`src/design/llfifo_ram.sv`:
```
// Generic single-write, single-read RAM with registered read data.
// No package dependencies; storage has no reset.
module llfifo_ram #(
	parameter int unsigned WIDTH = 32,
	parameter int unsigned DEPTH = 128
) (
	input  logic                     clk,
	input  logic                     we,
	input  logic [$clog2(DEPTH)-1:0] waddr,
	input  logic [WIDTH-1:0]         wdata,
	input  logic [$clog2(DEPTH)-1:0] raddr,
	output logic [WIDTH-1:0]         rdata
);

	logic [WIDTH-1:0] mem [DEPTH];

	always_ff @(posedge clk) begin
		if (we) begin
			mem[waddr] <= wdata;
		end
		rdata <= mem[raddr];
	end

endmodule

```
`config.mk`:
```
export PLATFORM = sky130hd
export DESIGN_NAME = llfifo_ram
export DESIGN_NICKNAME = d
export VERILOG_FILES = /design/src/design/llfifo_ram.sv
export SDC_FILE = /design/constraint.sdc
export NUM_CORES = 2
export LEC_CHECK = 0
export BUFFER_PORTS_ARGS = -buffer_cell sky130_fd_sc_hd__buf_4
export CAP_MARGIN = 20
export CORE_UTILIZATION = 30
export CTS_CLUSTER_DIAMETER = 80
export DETAILED_ROUTE_END_ITERATION = 8
export SYNTH_ARGS = -nofsm -noshare
export SYNTH_HDL_FRONTEND = slang
export SYNTH_SLANG_ARGS = --single-unit
```
`constraint.sdc`:
```
create_clock -name clk -period 4.7 [get_ports clk]
set_input_delay 0.705 -clock clk [delete_from_list [all_inputs] [get_ports clk]]
set_output_delay 0.705 -clock clk [all_outputs]
set_load 0.02 [all_outputs]
```
==> run_results.csv <==
group,metric,value,unit
route,wl_per_cell,31.7,um
synth,synthesis.instances,5990,
global_route,grt_pass1_wl,600,mm
power,p_leak,0.0550,uW
global_route,grtUsageTotal,16.4,%
timing,finalCritPeriodShare,68.3,%
power,switchingPower,16700,uW
clock_tree,cts.sinks,4128,
setup_path,startpoint_type,"input pin",
clock_tree,numCtsBuffers,411,
worst_hold_path,hp-class,"in2reg",
route,dr.first_iter.drc_count,9677,
power,clock_power_share,41.6,%
timing,rsz0062_at_grt,"false",
timing,skew,0.0582,ns
route,routed.top_layer,"met5",
clock_tree,htree_levels,5,
power,combPwrFrac,5.5,%
synth,synth-seq-cells,4128,
global_route,overflow,0,
global_route,antenna_found_initial,67,
route,met2RoutedLength,214,mm
power,vdd_drop_max,296,uV
clock_tree,cts_root_buffer,"clkbuf_16",
placed_design,port_buffers,79,
synth,synth_compound_area_share,0,%
floorplanning,die_area,0.524,mm2
route,vias,71353,
floorplanning,die_w,724,um
power,seqPwrFrac,52.9,%
setup_path,reg2reg_to,"rdata[29]",
synth,synth.yosys.seq_area_share,79.1,%
final_layout,nets,6579,
final_layout,stdcell_area,0.182,mm2
timing,slew_headroom,22.1,%
clock_tree,cts_tree,"done",
synth,syn_nets,6038,
clock_tree,clk_latency,0.96,ns
setup_path,worstSetupPathType,"in2reg",
synth,synth_xor_area_share,0,%
synth,syn_area,0.156,mm2
setup_path,cp_max_fo,30,
final_layout,syn_to_final_growth,16.8,%
worst_hold_path,min_path_cells,1,
placed_design,dpl.cell_count,13026,
floorplanning,ios,80,
synth,synthMuxAreaShare,19.6,%
clock_tree,cts_hold_buffers,0,
placed_design,gp_congestion,0.806,
timing,period_minus_slack,3.21,ns
timing,drv_slew,0,
power,netSwitchingFraction,21.6,%
route,drc,0,
timing,fin_tns_setup,0,ns
synth,syn_area_per_cell,26.1,um2
placed_design,place_hpwl,254,mm
timing,tightest_slew,1.17,ns
clock_tree,cts_resized,0,
route,dr_wl_met3,41.8,mm
setup_path,startpoint,"raddr[0]",
global_route,grt_start_max_net_pins,94,
route,drtAntennaViolNets,0,
floorplanning,die_h,724,um
clock_tree,postCtsSetupBuffers,0,
route,totalWireLength,439,mm
synth,yosys.cell_types.count,17,
final_layout,final_cell_mix,"edfxtp_1, mux4_2, clkbuf_16, buf_4, nor2_4",
clock_tree,cts_buffer_depth,4,
synth,synth-simple-area-share,0.446,%
power,p_int,60500,uW
setup_path,endpoint,"rdata[29]",
floorplanning,coreArea,0.518,mm2
setup_path,cp.arrival,4.05,ns
floorplanning,rows,264,
clock_tree,clkSlewWorstSetupHoldPaths,0.06,ns
final_layout,ff_latch_area,0.124,mm2
setup_path,reg2reg_depth,4,
final_layout,final_common_cell,"edfxtp_1",
setup_path,reg2reg_from,"mem[23][29]",
setup_path,end_kind,"flop",
run_status,status,"completed",
floorplanning,initial_core_util,30.2,%
setup_path,crit_required,5.54,ns
synth,synth_top_family_by_area,"multiplexers",
global_route,grt_pass1_vias,72635,
placed_design,postPlaceCellArea,0.169,mm2
final_layout,fillerInstances,46943,
timing,max_clock_freq,0.312,GHz
final_layout,drive_gt1_share,36.7,%
job,cap_violations,0,
setup_path,reg2reg_slack,2.00,ns
synth,yosysWarnings,0,
route,via_per_inst,5.16,
timing,setup_viol,0,
synth,synth_adder_area_share,0,%
final_layout,multi_input_area,0.0323,mm2
final_layout,stdcell_count,13831,
power,pwr_density_cell,423,mW/mm2
route,drt-met1-wl,169,mm
timing,final_hold_viol_count,0,
route,drt-pass1-iter-count,5,
==> cell usage after synthesis <==
master / n / area [um2]
buf_6: 2 / 22.5
nor2_1: 122 / 458
edfxtp_1: 4096 / 123000
mux2_2: 32 / 360
nand3_1: 12 / 60.1
nand2b_1: 2 / 12.5
or3_1: 1 / 6.26
dfxtp_1: 32 / 641
clkbuf_1: 182 / 683
nor2b_1: 7 / 43.8
buf_1: 50 / 188
nand4_1: 3 / 18.8
buf_2: 79 / 395
nor3_1: 9 / 45.0
mux4_2: 1344 / 30300
nand2_1: 14 / 52.6
buf_4: 3 / 22.5
==> per-stage QoR <==
stage               setup WS, ns  total power, uW  hold slack [ns]  util [%]
floorplan                  0.756            43500            0.804         -
global placement           0.492            45800             1.11      32.6
detailed placement         0.495            45900             1.11      32.6
CTS                         1.53            77700           0.0907      35.2
global route                1.43            79100            0.102      35.2
finish                      1.49            77300            0.113      35.2
==> sequential cells by signal, summed over array words and instances (netlist names) <==
signal,count
mem,4096
rdata,32
==> power groups by stage <==
stage | Clock (uW) | Sequential (uW) | Combinational (uW)
floorplan | 0 | 41500 | 1960
global placement | 0 | 41700 | 4190
detailed placement | 0 | 41700 | 4270
CTS | 32500 | 40900 | 4280
global route | 33900 | 40900 | 4390
finish | 32100 | 40900 | 4240
==> worst min-delay path by stage <==
stage / startpoint / endpoint
final: wdata[19] / mem[81][19]
after global placement: wdata[3] / mem[57][3]
after floorplan: wdata[0] / mem[0][0]
after detailed placement: wdata[3] / mem[57][3]
after global routing: wdata[20] / mem[117][20]
after CTS: wdata[3] / mem[103][3]
==> area by class of cell <==
type,count,share of cell area (%)
repair buffers,444,2.57
well taps,6916,4.74
clock buffers,524,6.03
multi-input cells,1546,17.7
flip-flops and latches,4128,67.7
diodes,38,0.0521
clock inverters,235,1.16
==> worst max-delay path, cell delays in order <==
cell and delay [ns]:
buf_16 0.25, buf_12 0.26, buf_12 0.26, buf_4 0.22, buf_4 0.17, mux4_2 0.49, mux4_2 0.55, mux4_2 0.65
mux2_2 0.33
==> per-layer routing <==
| metal | track usage [%] | vias to the layer above |
|---|---|---|
| met1 | 21.8 | 39513 |
| met5 | 0 | - |
| met4 | 5.13 | 20 |
| met2 | 27.1 | 3588 |
| met3 | 3.49 | 652 |
| li1 | - | 27580 |
==> cell families (layout without fill, tap and decap cells) <==
family / count (synthesis) / after routing
flip-flops: 4128 / 4128
multiplexers: 1376 / 1376
buffers and inverters: 316 / 1203
AND/OR/NAND/NOR: 170 / 170
other: 0 / 38
(Power assumes the default switching activity.)
