**config.mk**
```make
export PLATFORM = sky130hd
export DESIGN_NAME = llfifo_out
export DESIGN_NICKNAME = d
export VERILOG_FILES = /design/src/design/llfifo_pkg.sv /design/src/design/llfifo_out.sv
export SDC_FILE = /design/constraint.sdc
export NUM_CORES = 1
export LEC_CHECK = 0
export ABC_AREA = 0
export BUFFER_PORTS_ARGS = -buffer_cell sky130_fd_sc_hd__buf_4
export CORE_MARGIN = 2
export CORE_UTILIZATION = 40
export CTS_CLUSTER_SIZE = 14
export DETAILED_ROUTE_END_ITERATION = 10
export MAX_ROUTING_LAYER = met4
export PLACE_DENSITY = 0.78
export SLEW_MARGIN = 20
export SYNTH_ARGS = -nofsm -noshare
export SYNTH_HDL_FRONTEND = slang
export SYNTH_SLANG_ARGS = --single-unit
export TNS_END_PERCENT = 50
```
**constraint.sdc**
```tcl
create_clock -name clk -period 2.2 [get_ports clk]
set_input_delay 0.22 -clock clk [delete_from_list [all_inputs] [get_ports clk]]
set_output_delay 0.22 -clock clk [all_outputs]
set_load 0.01 [all_outputs]
```
**src/design/llfifo_pkg.sv**
```systemverilog
// Shared types and codes for the linked-list FIFO with free list.
// Holds the request and response payload structs and the operation and status codes.
// Has no dependencies.
package llfifo_pkg;

	localparam int unsigned FIELD_DATA_W = 32;
	localparam int unsigned COUNT_W      = 8;

	localparam logic [1:0] OP_PUSH = 2'd0;
	localparam logic [1:0] OP_POP  = 2'd1;
	localparam logic [1:0] OP_PEEK = 2'd2;

	localparam logic [1:0] ST_OK    = 2'd0;
	localparam logic [1:0] ST_EMPTY = 2'd1;
	localparam logic [1:0] ST_FULL  = 2'd2;

	typedef struct packed {
		logic [1:0]              operation;
		logic [FIELD_DATA_W-1:0] push_data;
	} req_t;

	typedef struct packed {
		logic [FIELD_DATA_W-1:0] read_data;
		logic [1:0]              status;
		logic [COUNT_W-1:0]      element_count;
	} rsp_t;

endpackage

```
**src/design/llfifo_out.sv**
```systemverilog
// Response register: holds one result until the consumer takes it.
// Depends on llfifo_pkg for the response struct.
module llfifo_out (
	input  logic             clk,
	input  logic             arst_n,
	input  logic             load,
	input  llfifo_pkg::rsp_t din,
	output logic             ready,
	output logic             rsp_valid,
	input  logic             rsp_stall,
	output llfifo_pkg::rsp_t rsp
);

	logic             valid_q;
	llfifo_pkg::rsp_t rsp_q;

	assign ready     = !valid_q || !rsp_stall;
	assign rsp_valid = valid_q;
	assign rsp       = rsp_q;

	always_ff @(posedge clk or negedge arst_n) begin
		if (!arst_n) begin
			valid_q <= 1'b0;
		end else if (ready) begin
			valid_q <= load;
		end
	end

	always_ff @(posedge clk) begin
		if (load && ready) begin
			rsp_q <= din;
		end
	end

endmodule

```
==> out/qor.csv <==
stage;metric;value;unit
grt;grt_max_degree;27;
grt;grt_pass1_vias;803;
drt;drc;0;
synth;synth-seq-area-share;98.3;%
critical_path;cp-end-kind;flip-flop;
synth;syn_area;1310;um^2
finish;drive_gt1_share;66.7;%
sta;fin_ws;0.673;ns
sta;finalSetupViolations;0;
pwr;p_clk_share;29.4;%
drt;post_drt_wl_per_cell;13.6;um
clock_network;postCtsHoldBufs;1;
drt;viasPerCell;4.29;
finish;fin_nets;192;
drt;detail_route.first_pass.iterations;2;
clock_network;cts.sinks;43;
finish;diodes;0;
floorplan;initial_core_util;42.5;%
sta;max_slew_margin;61.0;%
synth;synth.area.top_cells;edfxtp_1 (96%), dfrtp_1 (1.9%), a21boi_2 (0.86%), a21o_1 (0.57%), nand2_1 (0.29%);
synth;ys_types;5;
synth;yosysWarningCount;0;
pwr;p_sw;0.329;mW
clock_network;clkSlewWorstSetupHoldPaths;0.12;ns
critical_path;critPathRequiredTime;2.26;ns
synth;synth_area_per_cell;28.5;um^2
clock_network;cts.repair.resized;0;
sta;rsz0062_at_grt;no;
pwr;max-vdd-ir-drop;519;uV
finish;fillers;216;
placement;postPlaceCellArea;2060;um^2
pwr;pwr-share-seq;59.4;%
drt;wl;2600;um
clock_network;cts_tree;done;
sta;hold_viol;0;
placement;dp_cells;180;
status;status;completed;
pwr;swShare;20.2;%
placement;gp_congestion;0.678;
finish;final_util;70.4;%
critical_path;max_stage_delay;0.52;ns
floorplan;die_width;61.2;um
critical_path;crit_arrival;1.59;ns
clock_network;clockRootBuffer;clkbuf_4;
floorplan;dieArea;3750;um^2
clock_network;h-tree-depth;2;
drt;drt_iter0_drc;28;
synth;syn-num-nets;92;
placement;detailedPlace.worstSlack;0.667;ns
pwr;internal_power;1.30;mW
critical_path;startpoint_type;flip-flop;
clock_network;worstSkewPairLatency;0.35;ns
critical_path;slowest_stage;a21boi_4;
critical_path;path_cells;a21boi_4, buf_12;
synth;synth_top_area_share;96.4;%
pwr;p_per_area;751;nW/um^2
sta;fin_crit;1.53;ns
sta;max_freq;0.655;GHz
drt;drtAntennaViolNets;0;
sta;worst_slew_pin_slew;0.583;ns
pwr;comb_power_share;11.2;%
finish;finalNonFillerCells;191;
synth;synth_area_leader_cell;edfxtp_1;
hold_path;hp-class;in2reg;
drt;num_vias;819;
finish;final_area;2170;um^2
synth;synth_seq_cells;43;
sta;tns;0;ns
grt;gr-total-overflow;0;
floorplan;fp-row-count;20;
clock_network;clock_path_buffers;2;
flow_run;drv_cap;0;
finish;areaGrowthSynthToFinish;65.5;%
grt;grt_pass1_wl;3690;um
clock_network;numCtsBuffers;5;
grt;track_usage;15.7;%
floorplan;io_pins;90;
sta;finalCritPeriodShare;69.4;%
placement;port_buffers;89;
floorplan;core;3080;um^2
grt;antenna_found_initial;0;
synth;syn-instance-count;46;
clock_network;cts_setup_buffers;0;
floorplan;chipHeight;61.2;um
sta;skew;0.00654;ns
critical_path;path_max_fanout;26;
critical_path;path_class;reg2reg;
pwr;p_leak;0.919;nW
sta;slew_viol_final;0;
==> power by group through the flow <==
stage / clock network (mW) / logic, mW / registers, mW
final: 0.478 / 0.182 / 0.966
after global routing: 0.535 / 0.194 / 0.971
after CTS: 0.495 / 0.182 / 0.967
after detailed placement: 0 / 0.180 / 0.985
after global placement: 0 / 0.177 / 0.983
after floorplan: 0 / 0.0173 / 1.01
==> final cells by class <==
cell class	count	area (um^2)	share of cell area, %
repair buffers	93	718	33.2
clock inverters	3	38.8	1.79
multi-input cells	3	30.0	1.39
clock buffers	5	37.5	1.73
flip-flops and latches	43	1290	59.4
well taps	44	55.1	2.54
==> cell families (layout without fill, tap and decap cells) <==
kind of cell           count (synthesis)  in the layout  share of synthesized area (%)
flip-flops                            43             43                           98.3
AO/OA/AOI/OAI                          2              2                           1.43
AND/OR/NAND/NOR                        1              1                          0.287
buffers and inverters                  0            101                              0
==> layer usage <==
metal | vias to the layer above | GRT usage, % | share of wire [%]
met5 | - | - | 0
li1 | 382 | - | -
met2 | 59 | 23.3 | 51
met1 | 372 | 16.9 | 33
met3 | 6 | 9.03 | 14
met4 | 0 | 7.45 | 1.9
==> synth_stat cells <==
cell type / n
a21boi_2: 1
a21o_1: 1
dfrtp_1: 1
edfxtp_1: 42
nand2_1: 1
==> critical path, delay by kind of cell, from the launching register on <==
family                 cells  cell delay, ns
AO/OA/AOI/OAI              1            0.52
buffers and inverters      1            0.26
flip-flops                 1            0.46
==> flip-flops by register name, indices dropped and copies added (netlist names) <==
signal,flops
rsp_valid,1
rsp,42
==> metrics by stage <==
step                hold slack [ns]  power, mW
CTS                          0.0201       1.64
floorplan                   -0.0756       1.03
global placement          -0.000239       1.16
global route                0.00280       1.70
finish                       0.0353       1.63
detailed placement         -0.00294       1.17
==> worst paths after layout <==
| check | startpoint | to | slack (ns) | cells after the start |
|---|---|---|---|---|
| worst max-delay path | rsp_valid | rsp[38] | 0.67 | 2 |
| worst min-delay path | din[14] | rsp[14] | 0.04 | 1 |
| worst max register to register | rsp_valid | rsp[38] | 0.67 | 2 |
| worst min register to register | rsp_valid | rsp_valid | 0.62 | 1 |
| max in group asynchronous | arst_n | rsp_valid | 1.96 | 2 |
| min in group asynchronous | arst_n | rsp_valid | 0.16 | 2 |
==> cells in the final DEF, fill, tap and decap left out <==
cell type      Yosys  routed
nand2_1            1       1
dlygate4sd3_1      0       3
clkinv_1           0       1
buf_4              0      89
bufinv_16          0       1
buf_12             0       1
a21boi_4           0       1
clkbuf_4           0       5
clkinv_2           0       1
a21o_1             1       1
dfrtp_1            1       1
edfxtp_1          42      42
Note: power is estimated with default switching activity, not from simulation.
