$ cat src/design/llfifo_pkg.sv
// Shared types and codes for the linked-list FIFO with free list.
// Holds the request and response payload structs and the operation and status codes.
// Has no dependencies.
package llfifo_pkg;

	localparam int unsigned FIELD_DATA_W = 32;
	localparam int unsigned COUNT_W      = 8;

	localparam logic [1:0] OP_PUSH = 2'd0;
	localparam logic [1:0] OP_POP  = 2'd1;
	localparam logic [1:0] OP_PEEK = 2'd2;

	localparam logic [1:0] ST_OK    = 2'd0;
	localparam logic [1:0] ST_EMPTY = 2'd1;
	localparam logic [1:0] ST_FULL  = 2'd2;

	typedef struct packed {
		logic [1:0]              operation;
		logic [FIELD_DATA_W-1:0] push_data;
	} req_t;

	typedef struct packed {
		logic [FIELD_DATA_W-1:0] read_data;
		logic [1:0]              status;
		logic [COUNT_W-1:0]      element_count;
	} rsp_t;

endpackage

$ cat src/design/llfifo_core.sv
// Request register, list pointers and per-request update logic.
// Depends on llfifo_pkg; drives the write and read ports of the external RAMs.
module llfifo_core #(
	parameter int unsigned QUEUE_DEPTH = 128,
	parameter int unsigned DATA_WIDTH  = 32,
	localparam int unsigned AW = $clog2(QUEUE_DEPTH),
	localparam int unsigned CW = $clog2(QUEUE_DEPTH + 1)
) (
	input  logic                  clk,
	input  logic                  arst_n,
	input  logic                  req_valid,
	output logic                  req_stall,
	input  llfifo_pkg::req_t      req,
	input  logic                  rsp_ready,
	output logic                  commit,
	output llfifo_pkg::rsp_t      result,
	output logic                  elem_we,
	output logic [AW-1:0]         elem_waddr,
	output logic [DATA_WIDTH-1:0] elem_wdata,
	output logic [AW-1:0]         elem_raddr,
	input  logic [DATA_WIDTH-1:0] elem_rdata,
	output logic                  link_we,
	output logic [AW-1:0]         link_waddr,
	output logic [AW-1:0]         link_wdata,
	output logic [AW-1:0]         front_raddr,
	input  logic [AW-1:0]         front_link_rdata,
	output logic [AW-1:0]         free_raddr,
	input  logic [AW-1:0]         free_link_rdata
);

	logic             pend_s1;
	llfifo_pkg::req_t req_s1;
	logic [AW-1:0]    front_q, back_q, free_head_q;
	logic [CW-1:0]    count_q, mark_q;

	logic [AW-1:0]    front_d, back_d, free_head_d;
	logic [CW-1:0]    count_d, mark_d;
	logic [AW-1:0]    front_link, free_link;
	logic [31:0]      elem_ext;

	// slots at or above the mark were never allocated: their link is taken as index + 1, wrapping to 0
	function automatic logic [AW-1:0] next_slot(input logic [AW-1:0] i);
		next_slot = (i == AW'(QUEUE_DEPTH - 1)) ? '0 : i + 1'b1;
	endfunction

	assign req_stall   = pend_s1;
	assign commit      = pend_s1 && rsp_ready;
	assign elem_raddr  = front_q;
	assign front_raddr = front_q;
	assign free_raddr  = free_head_q;
	assign elem_ext    = 32'(elem_rdata);
	assign elem_wdata  = DATA_WIDTH'(req_s1.push_data);
	assign elem_waddr  = free_head_q;

	assign front_link = (CW'(front_q) >= mark_q) ? next_slot(front_q) : front_link_rdata;
	assign free_link  = (CW'(free_head_q) >= mark_q) ? next_slot(free_head_q) : free_link_rdata;

	always_comb begin
		front_d              = front_q;
		back_d               = back_q;
		free_head_d          = free_head_q;
		count_d              = count_q;
		mark_d               = mark_q;
		elem_we              = 1'b0;
		link_we              = 1'b0;
		link_waddr           = back_q;
		link_wdata           = free_head_q;
		result.read_data     = '0;
		result.status        = llfifo_pkg::ST_OK;
		case (req_s1.operation)
			llfifo_pkg::OP_PUSH: begin
				if (count_q == CW'(QUEUE_DEPTH)) begin
					result.status = llfifo_pkg::ST_FULL;
				end else begin
					elem_we = commit;
					if (count_q == '0) begin
						front_d = free_head_q;
					end else begin
						link_we = commit;
					end
					back_d      = free_head_q;
					free_head_d = free_link;
					count_d     = count_q + 1'b1;
					if (CW'(free_head_q) == mark_q) begin
						mark_d = mark_q + 1'b1;
					end
				end
			end
			llfifo_pkg::OP_POP: begin
				if (count_q == '0) begin
					result.status = llfifo_pkg::ST_EMPTY;
				end else begin
					result.read_data = elem_ext;
					front_d          = front_link;
					link_we          = commit;
					link_waddr       = front_q;
					free_head_d      = front_q;
					count_d          = count_q - 1'b1;
				end
			end
			llfifo_pkg::OP_PEEK: begin
				if (count_q == '0) begin
					result.status = llfifo_pkg::ST_EMPTY;
				end else begin
					result.read_data = elem_ext;
				end
			end
			default: begin
			end
		endcase
		result.element_count = 8'(count_d);
	end

	always_ff @(posedge clk or negedge arst_n) begin
		if (!arst_n) begin
			pend_s1     <= 1'b0;
			front_q     <= '0;
			back_q      <= '0;
			free_head_q <= '0;
			count_q     <= '0;
			mark_q      <= '0;
		end else begin
			if (req_valid && !req_stall) begin
				pend_s1 <= 1'b1;
			end else if (commit) begin
				pend_s1 <= 1'b0;
			end
			if (commit) begin
				front_q     <= front_d;
				back_q      <= back_d;
				free_head_q <= free_head_d;
				count_q     <= count_d;
				mark_q      <= mark_d;
			end
		end
	end

	always_ff @(posedge clk) begin
		if (req_valid && !req_stall) begin
			req_s1 <= req;
		end
	end

endmodule

$ cat config.mk
export PLATFORM = sky130hd
export DESIGN_NAME = llfifo_core
export DESIGN_NICKNAME = d
export VERILOG_FILES = /design/src/design/llfifo_pkg.sv /design/src/design/llfifo_core.sv
export SDC_FILE = /design/constraint.sdc
export NUM_CORES = 1
export LEC_CHECK = 0
export BUFFER_PORTS_ARGS = -buffer_cell sky130_fd_sc_hd__buf_4
export CAP_MARGIN = 25
export CORE_MARGIN = 8
export CORE_UTILIZATION = 25
export DETAILED_ROUTE_END_ITERATION = 8
export PLACE_DENSITY_LB_ADDON = 0.2
export SYNTH_ARGS = -nofsm -noshare
export SYNTH_HDL_FRONTEND = slang
export SYNTH_SLANG_ARGS = --single-unit
$ cat constraint.sdc
create_clock -name clk -period 2.4 [get_ports clk]
set_input_delay 0.12 -clock clk [delete_from_list [all_inputs] [get_ports clk]]
set_output_delay 0.12 -clock clk [all_outputs]
set_load 0.03 [all_outputs]
==> impl_results.md <==
- Result of the run: finished clean
- Cell area after layout: 7320 um2
- Hpwl dp: 13100 um
- Wire length per cell after detailed routing: 17.7 um
- Post-synthesis cell type with the largest combined area: sky130_fd_sc_hd__edfxtp_1
- Buffers & Inverters on Critical Path: 3
- Clock root buffer master: sky130_fd_sc_hd__clkbuf_16
- Clock tree from TritonCTS: built
- Leading cell type in the layout, fill and taps excluded: sky130_fd_sc_hd__buf_4
- Number of antenna violations at the first check in global routing: 0
- Core footprint: 19200 um2
- Final Max Tran Viols: 0
- Count of warnings emitted by yosys: 0
- Peak VDD IR: 0.000344 V
- Largest cells by area after synthesis: sky130_fd_sc_hd__edfxtp_1, sky130_fd_sc_hd__dfrtp_1, sky130_fd_sc_hd__buf_4
- Total standard cell area after synthesis: 4830 um2
- Clock transition at the registers of the reported paths: 60 ps
- Post-Syn Nets: 592
- Total length of routed wires: 17200 um
- Path depth of the worst reg2reg path: 7
- Delay contributed by the slowest stage of the critical path: 430 ps
- Total of flip-flops plus latches after synthesis: 72
- Worst R2R Start: elem_raddr[0]
- Post-route clock skew: 7.43 ps
- Critical path startpoint category: register
- Max-slew headroom: 0.537
- HP Class: in -> reg
- Count of port buffers added during placement: 203
- Fraction of final layout cells sized beyond drive strength 1: 0.448
- Total power after layout: 8.27 mW
- Crit path time final: 2380 ps
- Instance area after placement: 6430 um2
- Final-stage net count: 809
- Cells after Synth: 485
- Number of global-route vias before repair: 4658
- Post-route DRC violation count: 0
- Layout fillers: 1902
- DRC violation total after the first TritonRoute iteration: 219
- Min-Delay Startpoint: front_link_rdata[3]
- Area share of the largest cell type after synthesis: 0.212
- Data arrival time of the critical path: 2260 ps
- Max Cap Violations: 0
- Most used flip-flop cell after synthesis: sky130_fd_sc_hd__dfrtp_1
- Routability congestion estimate from global placement: 0.847
- Synthesis-to-finish area growth: 51.7%
- Type of destination of the critical path: output port
- RSZ-0062 raised after global routing: true
- Asr flop ratio synth: 0.528
- Total routing usage reported by global routing: 0.137
- Syn avg cell area: 9.95 um2
- Total number of cells along the worst setup path: 9
- Top-level I/O count: 204
- Total inserted antenna cells: 0
- Number of flops mapped to enable cells by yosys: 34
- Crit-path slowest cell: sky130_fd_sc_hd__or3b_4
- Number of cells traversed by the worst hold path: 2
- Max Clock Freq: 421 MHz
- Number of endpoints with negative hold slack in the final report: 0
- Number of clock sinks: 72
- Sequential share of the synthesized area: 0.409
- Pin count of the biggest net entering global routing: 39
- Worst-path maximum fanout: 5
- Vias per cell: 4.63
- Global route overflow: 0
- Most frequent cells in the layout: sky130_fd_sc_hd__buf_4, sky130_fd_sc_hd__nand2_1, sky130_fd_sc_hd__and3_1
- Worst min-delay path endpoint: elem_raddr[3]
- Filler-free cell count of the finished design: 972
- Leakage component of the power: 3.32 nW
- Overall via count from detail_route: 4497
- Top cell family by delay on the critical path: compound AO/OA/AOI/OAI gates
- Tcrit/Tclk final: 0.990
- Final number of setup-violating endpoints: 0
- Die Ht: 155 um
- PwrDens: 1130 nW/um2
- Global-route wire length before repair: 26300 um
- Transition time at the pin with the least slew margin: 695 ps
- Clock buffers created by TritonCTS: 9
- Cell total after placement: 909
- Distinct cell type count after synthesis: 71
- Total die area: 24000 um2
- Critical path type: reg -> out
- Required time of the critical path: 2280 ps
- DR pass1 iterations: 4
- Initial core utilization: 0.251
- Worst-case register-to-register setup slack: 190 ps
- Number of levels in the clock H-tree: 3
- Site Rows: 51
- Series of cell instances along the critical path: inv_2 > buf_4 > ha_2 > or3b_4 > o32ai_2 > a21oi_1 > o21ai_1 > o21ai_1 > buf_4
- Worst-skew pair later-pin latency: 340 ps
- Maximum number of buffers from clock root to sink: 2
- Endpoint of the most critical register-to-register path: elem_raddr[4]
- ANT nets after route: 0
- Horizontal die dimension: 155 um
cell usage after synthesis, drive strengths merged, types with 8 or more instances:
cell / count
a31oi: 11
clkbuf: 12
xnor2: 11
and3: 37
nand3: 9
ha: 23
o22ai: 11
nand2: 38
mux2i: 8
nor2: 23
buf: 67
inv: 18
o21ai: 21
a21oi: 15
edfxtp: 34
dfrtp: 38
mux2: 8
cell families (layout without fill, tap and decap cells):
kind of cell | after synthesis | in the layout | synth area share
AO/OA/AOI/OAI | 111 | 111 | 0.170
flip-flops | 72 | 72 | 0.409
AND/OR/NAND/NOR | 150 | 150 | 0.174
buffers and inverters | 97 | 319 | 0.123
multiplexers | 16 | 16 | 0.0353
XOR/XNOR | 16 | 16 | 0.0290
adder cells (fa/ha/maj) | 23 | 23 | 0.0596
flip-flops by register name, summed over array words and instances, names as in the netlist:
name / cells
req_stall: 1
elem_waddr: 7
elem_raddr: 7
elem_wdata: 32
count_q: 8
req_s1: 2
mark_q: 8
back_q: 7
worst max path at each step:
stage | startpoint | to | slack (ps)
2_1_floorplan | elem_raddr[0] | elem_raddr[2] | 80
3_3_place_gp | count_q[0] | link_waddr[0] | 0.5
3_5_place_dp | count_q[0] | link_waddr[0] | 30
4_1_cts | count_q[0] | result[6] | -30
5_1_grt | count_q[1] | result[5] | -60
6_report | count_q[0] | result[6] | 20
cell type report:
cell class / count / area, um2 / area share
clock inverters: 3 / 20.0 / 0.00273
clock buffers: 13 / 292 / 0.0398
flip-flops and latches: 72 / 1980 / 0.270
repair buffers: 285 / 2250 / 0.307
multi-input cells: 316 / 2380 / 0.326
well taps: 265 / 332 / 0.0453
inverters: 18 / 67.6 / 0.00923
per-layer routing:
metal	global-route usage	vias to the layer above	part of all wire
li1	-	2164	-
met1	0.162	2136	0.42
met2	0.238	168	0.49
met3	0.0266	29	0.058
met4	0.0593	0	0.027
met5	0	-	0
power by group:
group          total [mW]  internal [mW]  switching, mW  leakage, nW
clock                1.38          0.849          0.530        0.157
combinational        5.11           2.11           3.00         2.41
sequential           1.78           1.55          0.232        0.748
total                8.27           4.51           3.76         3.32
repair_timing:
| item | in CTS | in global routing |
|---|---|---|
| setup endpoints to repair | 45 | 42 |
| resized for setup | 20 | 19 |
| buffers inserted | 4 | 8 |
| hold endpoints to repair | 72 | 0 |
| cloned | 0 | 0 |
| hold buffers | 35 | 0 |
| pin swaps | 6 | 8 |
through the flow:
step | hold WS, ps | setup TNS, ps | setup slack (ps) | utilization
final | 31.0 | 0 | 25.0 | 0.381
after global routing | 31.2 | -242 | -59.9 | 0.381
after CTS | 23.2 | -63.9 | -32.8 | 0.375
after detailed placement | 142 | 0 | 29.0 | 0.335
after global placement | 144 | 0 | 0.462 | 0.335
after floorplan | -176 | 0 | 80.7 | -
Note: power is estimated with default switching activity, not from simulation.
